$ cat src/hdl/nta_ram.sv
// Generic simple dual-port RAM: one write port, one read port, registered read.
// Self-contained; no package dependency.
`default_nettype none

module nta_ram #(
  parameter int WIDTH = 8,
  parameter int DEPTH = 16,
  localparam int AW = $clog2(DEPTH)
) (
  input  wire logic             clk,
  input  wire logic             we,
  input  wire logic [AW-1:0]    waddr,
  input  wire logic [WIDTH-1:0] wdata,
  input  wire logic [AW-1:0]    raddr,
  output logic      [WIDTH-1:0] rdata
);

  logic [WIDTH-1:0] mem [DEPTH];

  always_ff @(posedge clk) begin
    if (we) begin
      mem[waddr] <= wdata;
    end
    rdata <= mem[raddr];
  end

endmodule

`default_nettype wire

$ cat config.mk
export PLATFORM = sky130hd
export DESIGN_NAME = nta_ram
export DESIGN_NICKNAME = d
export VERILOG_FILES = /design/src/hdl/nta_ram.sv
export SDC_FILE = /design/constraint.sdc
export NUM_CORES = 1
export LEC_CHECK = 0
export ABC_AREA = 1
export BUFFER_PORTS_ARGS = -buffer_cell sky130_fd_sc_hd__buf_4
export CAP_MARGIN = 20
export CORE_AREA = 3 3 102 104
export CTS_BUF_LIST = sky130_fd_sc_hd__clkbuf_2 sky130_fd_sc_hd__clkbuf_4 sky130_fd_sc_hd__clkbuf_8
export DETAILED_ROUTE_END_ITERATION = 8
export DIE_AREA = 0 0 105 107
export PLACE_DENSITY_LB_ADDON = 0.12
export RECOVER_POWER = 100
export SYNTH_ARGS = -nofsm -noshare
export SYNTH_HDL_FRONTEND = slang
export SYNTH_SLANG_ARGS = --single-unit
$ cat constraint.sdc
create_clock -name clk -period 3 [get_ports clk]
set_input_delay 0.3 -clock clk [delete_from_list [all_inputs] [get_ports clk]]
set_output_delay 0.3 -clock clk [all_outputs]
set_load 0.05 [all_outputs]
# Word-level counts from Yosys, hierarchy flattened
# Memory sizes are Yosys's and may differ from the RTL's. A register that Yosys moved wholly into a read port is not among the register bits.
# Index checks and enable logic that the tools add are counted.
dict set report totals {
  ff_bits 0
  ramBits 128
  in_bits 18
  output_inout_bits 8
  word_cells 3
  memories 1
}
dict set report op_classes {
  muxes 2
}
# memory words word_bits read_ports rd_clocked_by_memory_dff wr line_no
set mem_list {}
lappend mem_list {mem 16 8 1 1 1 18} ;# logic [WIDTH-1:0] mem [DEPTH];
# cell count
set op_table {}
lappend op_table {{2-to-1 mux 1 bit} 2}

# Depth between registers and ports, before layout
dict set report logic_depth {
  word_depth 2
  ltp_mapped 8
  ltp_nobuf 7
}

# Worst setup path after synthesis
# OpenSTA, ideal clock, no wires.
dict set report synth_timing {
  path_type {input to register}
  startpoint {input port waddr[2]}
  endpoint {memory mem[10][0], enable pin}
  setup_ns 0.370
  arrival_time_ns 0.881
  required_time_ns 2.630
  setup_slack_ns 1.749
  stages 2
  path_cell_list {nand3b_1 > nor2_1}
}
# item line_no
set synth_lines {}
lappend synth_lines {{start, declared} 12} ;# input wire logic [AW-1:0] waddr,
lappend synth_lines {{end, declared} 18}
# Straight into the memory's write port.

==> flow_summary.ini <==
[placement]
place_hpwl_um = 7320
place_area_mm2 = 0.00598
gp_congestion = 0.766
placed_cells = 688
portBuffers = 25

[critical_path]
slowest_stage = inv_1
critPathMaxStageDelay_ps = 950
path_depth = 8
cpMostUsedCell = nand3_1
r2r_slack_ps = 1900
rr_endpoint = rdata[5]$_DFF_P_
worstReg2RegStart = mem[4][5]$_DFFE_PP_
start_kind = primary input
startpoint = raddr[0]
critPathArrivalTime_ps = 2310
crit_fanout = 41
worst_setup_path_endpoint = rdata[0]$_DFF_P_
reg2reg_depth = 6
path_buf_inv = 3
crit_type = in2reg
end_kind = register
cp_top_family = buffers and inverters
required_ps = 3320
path_cells = clkbuf_4 > inv_1 > clkbuf_1 > nand2_1 > nand3_1 > nand3_1 > nand3_1 > nand2_1

[route]
viasPerCell = 5.19
drc_errors = 2
drt_iter0_markers = 285
vias = 3735
wl_per_cell_um = 17.2
drt_first_pass_iters = 7
routed_wl_um = 12400
drtAntennaViolNets = 0

[global_route]
grt_max_degree = 65
grt_busiest_layer = met2
antenna_found_initial = 0
use_met3_pct = 5.96
grt_pass1_vias = 3628
grt_use_met2_pct = 36.9
grt_pass1_wl_um = 19500
grt_use_total_pct = 23.7
overflow = 0
grt_use_met1_pct = 32.4

[sta]
fmax_mhz = 503
fin_tns_setup_ps = 0
min_period_over_period_pct = 66.3
worstMarginPinSlew_ps = 1340
period_minus_slack_ps = 1990
fin_skew_ps = 7.41
setup_viol = 0
holdWs_ps = 198
slew_headroom_pct = 10.9
final_hold_viol_count = 0
grt_setup_unrepaired = no
finalMaxSlewViolations = 0

[clock_network]
worst_skew_pair.late_latency_ps = 430
cts_tree = built
cts_resized = 0
clockRootBuffer = clkbuf_8
cts.htree.levels = 4
cts_sinks = 136
cts_buffers = 17
cts_setup_buffers = 0
clockBufferDepth = 2
path_clk_slew_ps = 70
hold_buffers = 0

[pwr]
leakage_uw = 0.00267
p_per_area_mw_per_mm2 = 604
ir_worst_vdd_mv = 0.339

[synthesis]
synth_top_area_share_pct = 66.7
netlist_area_mm2 = 0.00577
yosys_warnings = 0
postSynthAreaPerCell_um2 = 10.5
syn_nets = 569
async_reset_ff_share_pct = 0
synthTopCellsByArea = edfxtp_1 67%, nand2_1 11%, nand3_1 8.4%, inv_1 6.5%, dfxtp_1 2.8%
synth.most_common_cell = nand2_1
yosysSeqAreaShare_pct = 69.4
synth_top_area_cell = edfxtp_1
syn_inst = 551
yosys-top-cells-count = 173 x nand2_1, 128 x edfxtp_1, 100 x inv_1
ys.flop_type = edfxtp_1
synth.distinct_cells = 12
synth-edff-count = 128
ys_ff_latch = 136

[floorplan]
ioPinCount = 26
initial_core_util_pct = 59.8
die_area_mm2 = 0.0112
die_w_um = 105
core-area_mm2 = 0.00964
row_count = 36
die_y_um = 107

[cells_and_area]
antenna_cells = 0
final_util_pct = 65.1
fin_nets = 592
final_cells = 720
layout-drive-gt1-share_pct = 6.81
syn2layout_area_growth_pct = 8.74
finish.instance_area_mm2 = 0.00627

[worst_hold_path]
worstHoldPathCells = 3
hp-class = in2reg

[status]
status = finished with violations
violations = design-rule violations

[flow_run]
maxCapViolCount = 0
## cells in the final DEF, fill, tap and decap left out
cell / synthesis / routed
buf_4: 4 / 6
clkbuf_1: 0 / 21
clkbuf_4: 0 / 1
clkbuf_8: 0 / 24
clkinv_2: 0 / 7
clkinvlp_4: 0 / 1
dfxtp_1: 8 / 8
edfxtp_1: 128 / 128
inv_1: 100 / 101
inv_2: 2 / 1
nand2_1: 173 / 173
nand3_1: 97 / 97
nand3b_1: 2 / 2
nor2_1: 17 / 17
## layer usage
layer  vias to the layer above  wire, um
met4                         0       259
met2                       142      5880
met3                        21       872
li1                       1818         -
met5                         -         0
met1                      1754      5340
## sequential cells by signal, indices dropped and copies added (netlist names)
| register | cells |
|---|---|
| mem | 128 |
| rdata | 8 |
## kinds of logic (layout without fill, tap and decap cells)
logic type             after synthesis  after routing  share of synthesized area, %
buffers and inverters              126            162                          9.52
flip-flops                         136            136                          69.4
AND/OR/NAND/NOR                    289            289                          21.0
## cell type report
type	instances	area [um2]
flip-flops and latches	136	4000
fillers	818	3370
multi-input cells	289	1210
inverters	102	383
clock buffers	24	330
well taps	133	166
repair buffers	28	131
clock inverters	8	42.5
## through the flow
step                setup WS, ps  total power [uW]
floorplan                   1750              2370
global placement            1230              2470
detailed placement          1180              2480
CTS                         1650              3820
global route                 826              3930
finish                      1010              3790
## report_power, final
group          switching [uW]  total, uW  internal (uW)
combinational             219        283           64.0
sequential               12.2       2140           2120
clock                     654       1370            716
total                     885       3790           2900
## worst min path at each step
stage,startpoint,to,slack (ps)
global route,raddr[3],rdata[5]$_DFF_P_,180
detailed placement,raddr[3],rdata[5]$_DFF_P_,640
floorplan,wdata[0],mem[0][0]$_DFFE_PP_,400
global placement,raddr[3],rdata[7]$_DFF_P_,630
finish,raddr[3],rdata[5]$_DFF_P_,200
CTS,raddr[3],rdata[5]$_DFF_P_,180
## worst min-delay path: cells and delay by family
| family | cells | cell delay (ps) |
|---|---|---|
| AND/OR/NAND/NOR | 2 | 140 |
| buffers and inverters | 1 | 160 |
No activity file was read; power rests on OpenSTA's default activity.
