### src/hdl/nta_pkg.sv
// Shared types and constants of the neighbor table aging unit.
// Used by nta_engine and neighbor_table_aging_unit; depends on nothing.
`default_nettype none

package nta_pkg;

  // default table depth
  localparam int NTA_ENTRIES = 512;

  // configuration reset values
  localparam logic [7:0] NTA_AGE_RELOAD_RST = 8'd120;
  localparam logic [7:0] NTA_EXP_LEN_RST    = 8'd28;

  // configuration register indexes
  localparam logic CFG_AGE_RELOAD = 1'b0;
  localparam logic CFG_EXP_LEN    = 1'b1;

  // item function codes
  localparam logic [1:0] FUNC_MSG  = 2'd0;
  localparam logic [1:0] FUNC_TICK = 2'd1;
  localparam logic [1:0] FUNC_READ = 2'd2;

  // message types
  localparam logic [7:0] MSG_ECHO = 8'd1;
  localparam logic [7:0] MSG_DOWN = 8'd2;

  // result status codes
  localparam logic [1:0] STAT_OK      = 2'd0;
  localparam logic [1:0] STAT_LEN_ERR = 2'd1;
  localparam logic [1:0] STAT_FULL    = 2'd2;

  // result action codes
  localparam logic [1:0] ACT_NONE    = 2'd0;
  localparam logic [1:0] ACT_ADDED   = 2'd1;
  localparam logic [1:0] ACT_UPDATED = 2'd2;
  localparam logic [1:0] ACT_DELETED = 2'd3;

  typedef enum logic [2:0] {
    ST_CLEAR,
    ST_IDLE,
    ST_SCAN,
    ST_TICK,
    ST_READ,
    ST_DONE
  } nta_state_t;

  typedef struct packed {
    logic [1:0]  func;
    logic [7:0]  msg_type;
    logic [15:0] frame_length;
    logic [31:0] ip_address;
    logic [15:0] port_number;
    logic [63:0] name_word;
    logic [8:0]  slot_index;
  } nta_item_t;

  typedef struct packed {
    logic [7:0] age_reload;
    logic [7:0] expected_length;
  } nta_cfg_t;

  typedef struct packed {
    logic [1:0]  status;
    logic [1:0]  action;
    logic [9:0]  neighbor_count;
    logic [9:0]  removed_count;
    logic        entry_valid;
    logic [31:0] entry_ip;
    logic [15:0] entry_port;
    logic [7:0]  entry_age;
    logic [63:0] entry_name;
  } nta_result_t;

  // one table slot as stored in memory
  typedef struct packed {
    logic        live;
    logic [31:0] ip;
    logic [15:0] port;
    logic [7:0]  age;
    logic [63:0] name;
  } nta_entry_t;

endpackage

`default_nettype wire

### src/hdl/nta_engine.sv
// Table sequencer: clearing pass, lookup sweeps, age sweeps and slot reads over
// the table memory. Depends on nta_pkg; the memory sits outside in the top level.
`default_nettype none

module nta_engine #(
  parameter int TABLE_ENTRIES = nta_pkg::NTA_ENTRIES,
  localparam int AW = $clog2(TABLE_ENTRIES)
) (
  input  wire logic                clk,
  input  wire logic                rst_n,
  input  wire logic                in_valid,
  output logic                     in_ready,
  input  wire nta_pkg::nta_item_t  in_item,
  input  wire nta_pkg::nta_cfg_t   cfg,
  output logic                     res_valid,
  input  wire logic                res_ready,
  output nta_pkg::nta_result_t     res,
  output logic                     ram_we,
  output logic [AW-1:0]            ram_waddr,
  output nta_pkg::nta_entry_t      ram_wdata,
  output logic [AW-1:0]            ram_raddr,
  input  wire nta_pkg::nta_entry_t ram_rdata
);

  localparam int CntW = AW + 1;
  localparam int CW   = $clog2(TABLE_ENTRIES + 1);
  localparam logic [CntW-1:0] FullCnt = CntW'(TABLE_ENTRIES);
  localparam logic [CntW-1:0] LastCnt = CntW'(TABLE_ENTRIES - 1);

  nta_pkg::nta_state_t  state_r, state_nxt;
  logic [CntW-1:0]      rd_cnt_r, rd_cnt_nxt;
  logic                 pipe_vld_r, pipe_vld_nxt;
  logic [AW-1:0]        pipe_idx_r, pipe_idx_nxt;
  nta_pkg::nta_item_t   item_r, item_nxt;
  logic                 match_found_r, match_found_nxt;
  logic [AW-1:0]        match_idx_r, match_idx_nxt;
  logic                 free_found_r, free_found_nxt;
  logic [AW-1:0]        free_idx_r, free_idx_nxt;
  logic [CW-1:0]        count_r, count_nxt;
  logic [CW-1:0]        removed_r, removed_nxt;
  nta_pkg::nta_result_t res_r, res_nxt;

  logic [31:0] in_sidx_w;
  logic [31:0] item_sidx_w;

  assign in_sidx_w   = 32'(in_item.slot_index);
  assign item_sidx_w = 32'(item_r.slot_index);

  always_ff @(posedge clk) begin
    if (!rst_n) begin
      state_r       <= nta_pkg::ST_CLEAR;
      rd_cnt_r      <= '0;
      pipe_vld_r    <= 1'b0;
      match_found_r <= 1'b0;
      free_found_r  <= 1'b0;
      count_r       <= '0;
      removed_r     <= '0;
    end else begin
      state_r       <= state_nxt;
      rd_cnt_r      <= rd_cnt_nxt;
      pipe_vld_r    <= pipe_vld_nxt;
      match_found_r <= match_found_nxt;
      free_found_r  <= free_found_nxt;
      count_r       <= count_nxt;
      removed_r     <= removed_nxt;
    end
  end

  always_ff @(posedge clk) begin
    pipe_idx_r  <= pipe_idx_nxt;
    item_r      <= item_nxt;
    match_idx_r <= match_idx_nxt;
    free_idx_r  <= free_idx_nxt;
    res_r       <= res_nxt;
  end

  always_comb begin
    nta_pkg::nta_entry_t new_entry;
    nta_pkg::nta_entry_t cur;
    logic [31:0]         cnt_w;
    logic [31:0]         rem_w;
    logic                finish;

    state_nxt       = state_r;
    rd_cnt_nxt      = rd_cnt_r;
    pipe_vld_nxt    = 1'b0;
    pipe_idx_nxt    = pipe_idx_r;
    item_nxt        = item_r;
    match_found_nxt = match_found_r;
    match_idx_nxt   = match_idx_r;
    free_found_nxt  = free_found_r;
    free_idx_nxt    = free_idx_r;
    count_nxt       = count_r;
    removed_nxt     = removed_r;
    res_nxt         = res_r;
    in_ready        = 1'b0;
    res_valid       = 1'b0;
    ram_we          = 1'b0;
    ram_waddr       = pipe_idx_r;
    ram_wdata       = '0;
    ram_raddr       = rd_cnt_r[AW-1:0];
    finish          = 1'b0;
    cur             = ram_rdata;

    new_entry.live = 1'b1;
    new_entry.ip   = item_r.ip_address;
    new_entry.port = item_r.port_number;
    new_entry.age  = cfg.age_reload;
    new_entry.name = item_r.name_word;

    unique case (state_r)
      nta_pkg::ST_CLEAR: begin
        ram_we    = 1'b1;
        ram_waddr = rd_cnt_r[AW-1:0];
        if (rd_cnt_r == LastCnt) begin
          rd_cnt_nxt = '0;
          state_nxt  = nta_pkg::ST_IDLE;
        end else begin
          rd_cnt_nxt = rd_cnt_r + 1'b1;
        end
      end

      nta_pkg::ST_IDLE: begin
        in_ready  = 1'b1;
        ram_raddr = in_sidx_w[AW-1:0];
        if (in_valid) begin
          item_nxt        = in_item;
          res_nxt         = '0;
          rd_cnt_nxt      = '0;
          match_found_nxt = 1'b0;
          free_found_nxt  = 1'b0;
          removed_nxt     = '0;
          unique case (in_item.func)
            nta_pkg::FUNC_MSG: begin
              if (in_item.frame_length != {8'd0, cfg.expected_length}) begin
                res_nxt.status = nta_pkg::STAT_LEN_ERR;
                finish         = 1'b1;
                state_nxt      = nta_pkg::ST_DONE;
              end else if (in_item.msg_type == nta_pkg::MSG_ECHO ||
                           in_item.msg_type == nta_pkg::MSG_DOWN) begin
                state_nxt = nta_pkg::ST_SCAN;
              end else begin
                finish    = 1'b1;
                state_nxt = nta_pkg::ST_DONE;
              end
            end
            nta_pkg::FUNC_TICK: state_nxt = nta_pkg::ST_TICK;
            nta_pkg::FUNC_READ: state_nxt = nta_pkg::ST_READ;
            default: begin
              finish    = 1'b1;
              state_nxt = nta_pkg::ST_DONE;
            end
          endcase
        end
      end

      nta_pkg::ST_SCAN: begin
        if (rd_cnt_r != FullCnt) begin
          pipe_vld_nxt = 1'b1;
          pipe_idx_nxt = rd_cnt_r[AW-1:0];
          rd_cnt_nxt   = rd_cnt_r + 1'b1;
        end
        if (pipe_vld_r) begin
          if (cur.live && cur.ip == item_r.ip_address &&
              cur.port == item_r.port_number && !match_found_r) begin
            match_found_nxt = 1'b1;
            match_idx_nxt   = pipe_idx_r;
          end
          if (!cur.live && !free_found_r) begin
            free_found_nxt = 1'b1;
            free_idx_nxt   = pipe_idx_r;
          end
        end
        if (rd_cnt_r == FullCnt && !pipe_vld_r) begin
          finish    = 1'b1;
          state_nxt = nta_pkg::ST_DONE;
          ram_wdata = new_entry;
          if (item_r.msg_type == nta_pkg::MSG_ECHO) begin
            if (match_found_r) begin
              ram_we         = 1'b1;
              ram_waddr      = match_idx_r;
              res_nxt.action = nta_pkg::ACT_UPDATED;
            end else if (free_found_r) begin
              ram_we         = 1'b1;
              ram_waddr      = free_idx_r;
              count_nxt      = count_r + 1'b1;
              res_nxt.action = nta_pkg::ACT_ADDED;
            end else begin
              res_nxt.status = nta_pkg::STAT_FULL;
            end
          end else if (match_found_r) begin
            ram_we         = 1'b1;
            ram_waddr      = match_idx_r;
            ram_wdata.live = 1'b0;
            count_nxt      = count_r - 1'b1;
            res_nxt.action = nta_pkg::ACT_DELETED;
          end
        end
      end

      nta_pkg::ST_TICK: begin
        if (rd_cnt_r != FullCnt) begin
          pipe_vld_nxt = 1'b1;
          pipe_idx_nxt = rd_cnt_r[AW-1:0];
          rd_cnt_nxt   = rd_cnt_r + 1'b1;
        end
        // write back one slot behind the read address
        if (pipe_vld_r && cur.live) begin
          ram_we    = 1'b1;
          ram_waddr = pipe_idx_r;
          ram_wdata = cur;
          if (cur.age <= 8'd1) begin
            ram_wdata.live = 1'b0;
            count_nxt      = count_r - 1'b1;
            removed_nxt    = removed_r + 1'b1;
          end else begin
            ram_wdata.age = cur.age - 8'd1;
          end
        end
        if (rd_cnt_r == FullCnt && !pipe_vld_r) begin
          finish    = 1'b1;
          state_nxt = nta_pkg::ST_DONE;
        end
      end

      nta_pkg::ST_READ: begin
        if (item_sidx_w < 32'(TABLE_ENTRIES) && cur.live) begin
          res_nxt.entry_valid = 1'b1;
          res_nxt.entry_ip    = cur.ip;
          res_nxt.entry_port  = cur.port;
          res_nxt.entry_age   = cur.age;
          res_nxt.entry_name  = cur.name;
        end
        finish    = 1'b1;
        state_nxt = nta_pkg::ST_DONE;
      end

      nta_pkg::ST_DONE: begin
        res_valid = 1'b1;
        if (res_ready) begin
          state_nxt = nta_pkg::ST_IDLE;
        end
      end

      default: state_nxt = nta_pkg::ST_CLEAR;
    endcase

    cnt_w = 32'(count_nxt);
    rem_w = 32'(removed_nxt);
    if (finish) begin
      res_nxt.neighbor_count = cnt_w[9:0];
      res_nxt.removed_count  = rem_w[9:0];
    end
  end

  assign res = res_r;

endmodule

`default_nettype wire

### config.mk
export PLATFORM = sky130hd
export DESIGN_NAME = nta_engine
export DESIGN_NICKNAME = d
export VERILOG_FILES = /design/src/hdl/nta_pkg.sv /design/src/hdl/nta_engine.sv
export SDC_FILE = /design/constraint.sdc
export NUM_CORES = 1
export LEC_CHECK = 0
export ABC_AREA = 1
export BUFFER_PORTS_ARGS = -buffer_cell sky130_fd_sc_hd__buf_2
export CAP_MARGIN = 25
export CORE_AREA = 4 4 221 223
export CTS_CLUSTER_DIAMETER = 120
export DETAILED_ROUTE_END_ITERATION = 16
export DIE_AREA = 0 0 225 227
export GPL_TIMING_DRIVEN = 0
export PLACE_DENSITY = 0.55
export SYNTH_ARGS = -nofsm -noshare
export SYNTH_HDL_FRONTEND = slang
export SYNTH_SLANG_ARGS = --single-unit
### constraint.sdc
create_clock -name clk -period 13.4 [get_ports clk]
set_input_delay 2.68 -clock clk [delete_from_list [all_inputs] [get_ports clk]]
set_output_delay 2.68 -clock clk [all_outputs]
set_load 0.05 [all_outputs]
# Word-level counts from Yosys, hierarchy flattened
# Index checks and enable logic that the tools add are counted.
# word_totals
inputBits,288
output_inout_bits,287
regBits,337
wordCells,173
# op_classes
reduce_logical,34
n_mux,77
add_sub_neg,5
eq_ne,31
n_lt_le_gt_ge,2
# op_table
operator,count
$pmux W121 S2,2
$mux W121,3
$mux W145,1
$mux W10,13
$mux W9,6
$mux W20,2
$pmux W10 S2,2
$eq A32 B32 Y1,1
$add A10 B1 Y10 const B,3
$pmux W10 S3,1
$mux W1,23
$ne A2 B2 Y1 const B,11
$mux W3,6
$pmux W9 S2,1
$eq A16 B16 Y1,1
$eq A8 B1 Y1 const B,2
$ne A16 B8 Y1,1
$pmux W3 S5,1
$mux W2,7
$reduce_and A3 Y1,4
$reduce_and A4 Y1,3
$eq A10 B10 Y1 const B,1
$eq A10 B9 Y1 const B,1
$lt A9 B10 Y1 const B,1
29 further kinds,52

# Depth between registers and ports, before layout
# depth
depth_word,9
depth_mapped,14
mapped_depth_nobuf,14

# Least setup slack after synthesis
# Ideal clock, no wire load.
# synth_path
path_type,input port to flip-flop
start,in ram_rdata[120] (netlist bit)
end,reg res_r (netlist bit res[0]) (enable)
n_path_buf,0
required_time_ns,12.632
setup_ns,0.768
stages,2
setup_slack_ns,1.457
t_arrival_ns,11.175
cell_sequence,inv_1 -> o21ai_0
# synth_via
elab_chain_cells,3
# synth_lines
item,line_no,source
from (decl),nta_engine.sv:22,input wire nta_pkg::nta_entry_t ram_rdata
$logic_and A1 B1 Y1,nta_engine.sv:227,if (item_sidx_w < 32'(TABLE_ENTRIES) && cur.live) begin
$ne A2 B2 Y1 (no line),-,
$reduce_and A3 Y1 (no line),-,
to (signal assigned),nta_engine.sv:74,res_r <= res_nxt;
to (decl),nta_engine.sv:41,"nta_pkg::nta_result_t res_r, res_nxt;"
# No other way between the ends.
# A chain may end at the register's enable or synchronous reset.

==> results by group <==
Global route
  – Gr busiest metal: met2
  – Overflow after GRT: 0
  – First-pass GRT wire length: 89700 um
  – Largest net degree at the start of global routing: just under 80
  – Met2 Use GR: 40.68%
  – Initial antenna violation count: 27
  – Met3 GRT Util: 7.195%
  – Number of global-route vias before repair: 13393
  – M1 GR Usage: 28.60%
  – GRT Total Usage: roughly a quarter

STA
  – Slew @ Worst Pin: about 0.96 ns
  – Hold Fails Final Rpt: 0
  – Final Critical Period: 7.408 ns
  – Final period util: 55.29%
  – Final setup violation count: 0
  – RSZ-0062 raised after global routing: false
  – Final Slew Violations: 0
  – Max Clock Freq: around 0.13 GHz
  – Post-route setup slack: 5.992 ns
  – Final setup skew: 0.01834 ns
  – Relative slew slack: 35.77%

Worst setup path
  – Crit-path slowest cell: o21ai_0
  – CP bufs+invs: 4
  – FF-to-FF setup slack: roughly 11 ns
  – Crit path largest cell delay: 0.59 ns
  – Most used cell, CP: buf_2
  – Delay-heaviest family, CP: buffers and inverters
  – R2R cell count: 10
  – Arr. time, crit path: 4.73 ns
  – Crit Path Category: in -> out
  – Reg-to-Reg End: match_idx_r[1]$_DFFE_PP_
  – Crit start category: input pin
  – Worst r2r src: state_r[1]$_SDFFE_PN0P_
  – Worst Setup End Kind: primary output
  – Crit path cell chain: buf_2, nand2_1, nor2_2, inv_2, clkbuf_1, o21ai_0, buf_2
  – Crit path max fanout: 10
  – Req. time, crit path: 10.72 ns

Power and ir drop
  – Pleak: 9.202 nW
  – Power Density: ~130 nW/um^2
  – Peak VDD IR: ~100 uV

Placed design
  – Pre-CTS setup slack: between 5 and 6 ns
  – Port bufs: about 570
  – Placed insts: 2805
  – Final HPWL DP: slightly above 50000 um
  – GPL Wtd Cong: 0.9401

Synthesis
  – Synth top area cells: edfxtp_1 57%, nand2_1 7.8%, nor2_1 6.0%, inv_1 5.5%, dfxtp_1 4.7%
  – Synthesized area: 15410 um^2
  – Post-Synth XOR/XNOR Area: 1.535%
  – Post-Syn Nets: 1916
  – Mux contribution to synthesized area: 0%
  – Most frequent cells after synthesis: 319 x nand2_1, 292 x edfxtp_1, 248 x nor2_1
  – Main combinational cell family by area after synthesis: simple AND/OR/NAND/NOR gates
  – Post-synth EDFFs: 292
  – Flops & latches, synth: 328
  – Post-Synth Simple-Gate Area: a little under a fifth
  – Synth top area share: 56.91%
  – Fraction of registers with async set/reset: 0%
  – Synth Warn #: 0
  – Area leader, netlist: edfxtp_1
  – Cells after Synth: 1619
  – Synth Area in Compound Gates: 9.135%
  – Synth Flop Type: edfxtp_1
  – Synth Area in Adders: 0.7308%
  – Synthesized area per cell: approximately 9.5 um^2
  – Count of different cell masters after synthesis: between 40 and 50
  – Cell with the most instances after synthesis: nand2_1
  – Post-synthesis sequential area ratio: 61.58%

Hold path
  – Min-Delay Path Class: reg -> reg
  – Hold depth: 0
  – Worst Hold Endpoint: pipe_idx_r[8]$_DFFE_PP_
  – HP Start: rd_cnt_r[8]$_SDFFE_PN0P_

Floorplanning
  – # rows: just under 80
  – Die Area: 51080 um^2
  – Num ports: 575
  – Chip Height: roughly 230 um
  – Initial core utilization: 33.10%
  – DIE WIDTH: around 230 um
  – Core footprint: 46560 um^2

Clocking
  – Root Buffer: clkbuf_16
  – Clk buf depth: 3
  – Clk Latency, worst-skew pair: 0.56 ns
  – Clock Sinks: between 300 and 400
  – CTS Hold Buffers Added: 0
  – H-Tree Depth: 2
  – CTS tree: yes
  – Post-CTS Resized: 0
  – Cts bufs inserted: 40
  – Setup bufs post-CTS: 0
  – Clock-pin slew on the worst setup and hold paths: 0.06 ns

Route
  – Pre-antenna DRT Iters: 5
  – Drt total wl: between 60000 and 70000 um
  – Wire per inst: around 22 um
  – Residual DRC: 0
  – Vias per cell: between 4 and 5
  – Via count: 13989
  – First DRT Iteration DRCs: about 940
  – Remaining antenna violation count after routing: 0

Layout
  – Area Growth Syn to Fin: 32.57%
  – Fin cells: 2889
  – Fraction of layout cells with a size suffix above 1: 31.35%
  – Nets: 2537
  – Post-layout util: 43.88%
  – Filler cells: 4691

Run
  – Max cap viols: 0

Run status
  – Status: completed
[final cells by class]
type | instances | area (um^2) | share of cell area [%]
multi-input combinational | 989 | 4706 | 23.04
clock buffer | 52 | 1066 | 5.219
sequential | 328 | 9489 | 46.45
buffer | 59 | 310.3 | 1.519
timing repair buffer | 579 | 3010 | 14.74
clock inverter | 18 | 131.4 | 0.6431
antenna | 14 | 35.03 | 0.1715
tap | 607 | 759.5 | 3.718
inverter | 243 | 919.6 | 4.502
[through the flow]
stage	hold WS [ns]	total power, mW	setup TNS [ns]	cell area [um^2]
floorplan	0.4300	1.562	0	15410
global placement	0.4509	1.743	-509.94	19040
detailed placement	0.4481	1.728	0	19190
CTS	0.4603	2.747	0	20390
global route	0.4984	2.821	0	20410
finish	0.4639	2.720	0	20430
[placed cells by master, fill, tap and decap left out, types with 4 or more instances in the layout]
| cell | n |
|---|---|
| a22o_1 | 11 |
| edfxtp_1 | 292 |
| nand4_1 | 11 |
| diode_2 | 14 |
| a21oi_1 | 32 |
| inv_2 | 13 |
| clkinv_1 | 7 |
| nor2_1 | 248 |
| o21ai_1 | 35 |
| buf_2 | 596 |
| nand3_1 | 76 |
| nand2_2 | 6 |
| nor3_1 | 15 |
| nand2_1 | 319 |
| ha_1 | 9 |
| buf_6 | 7 |
| o22ai_1 | 36 |
| clkinv_2 | 8 |
| inv_1 | 226 |
| xnor2_1 | 16 |
| nor2_2 | 8 |
| nand2_4 | 4 |
| o21ai_0 | 113 |
| clkbuf_1 | 37 |
| xor2_1 | 11 |
| o211ai_1 | 14 |
| clkbuf_16 | 40 |
| dfxtp_1 | 36 |
[layer usage]
metal | up-vias | part of all wire [%]
li1 | 6625 | -
met1 | 6633 | 38
met2 | 571 | 49
met3 | 138 | 8.6
met4 | 22 | 4.2
met5 | - | 0.23
[kinds of logic (layout without fill, tap and decap cells)]
logic type	after synthesis	in the layout
DFF	328	328
and+or+nand+nor	702	702
adders and majority gates	9	9
xor gates and xnor gates	27	27
buffers and inverters	302	951
other	0	14
AOI/OAI and AO/OA	251	251
[flip-flops by register name, summed over array words and instances, names as in the netlist]
name / count
item_r: 120
res: 145
free_found_r: 1
pipe_vld_r: 1
removed_r: 10
count_r: 10
free_idx_r: 9
pipe_idx_r: 9
rd_cnt_r: 10
match_idx_r: 9
match_found_r: 1
state_r: 3
[report_power, final]
part / total, mW / leakage (nW) / internal, mW / switching (mW)
combinational: 0.486 / 5.64 / 0.117 / 0.370
sequential: 1.22 / 2.97 / 1.19 / 0.0241
clock: 1.01 / 0.593 / 0.581 / 0.434
[how the worst max path moves through the flow]
| stage | from | to | slack, ns | cells past startpoint |
|---|---|---|---|---|
| finish | ram_rdata[120] | ram_wdata[63] | 5.99 | 7 |
| global route | ram_rdata[120] | ram_wdata[63] | 5.92 | 7 |
| CTS | ram_rdata[120] | ram_wdata[63] | 5.96 | 7 |
| detailed placement | ram_rdata[120] | ram_wdata[63] | 5.97 | 7 |
| global placement | ram_rdata[120] | res[50]$_SDFFCE_PN0P_ | -4.23 | 3 |
| floorplan | ram_rdata[120] | res[0]$_SDFFCE_PN0P_ | 1.46 | 2 |
(Power assumes the default switching activity.)
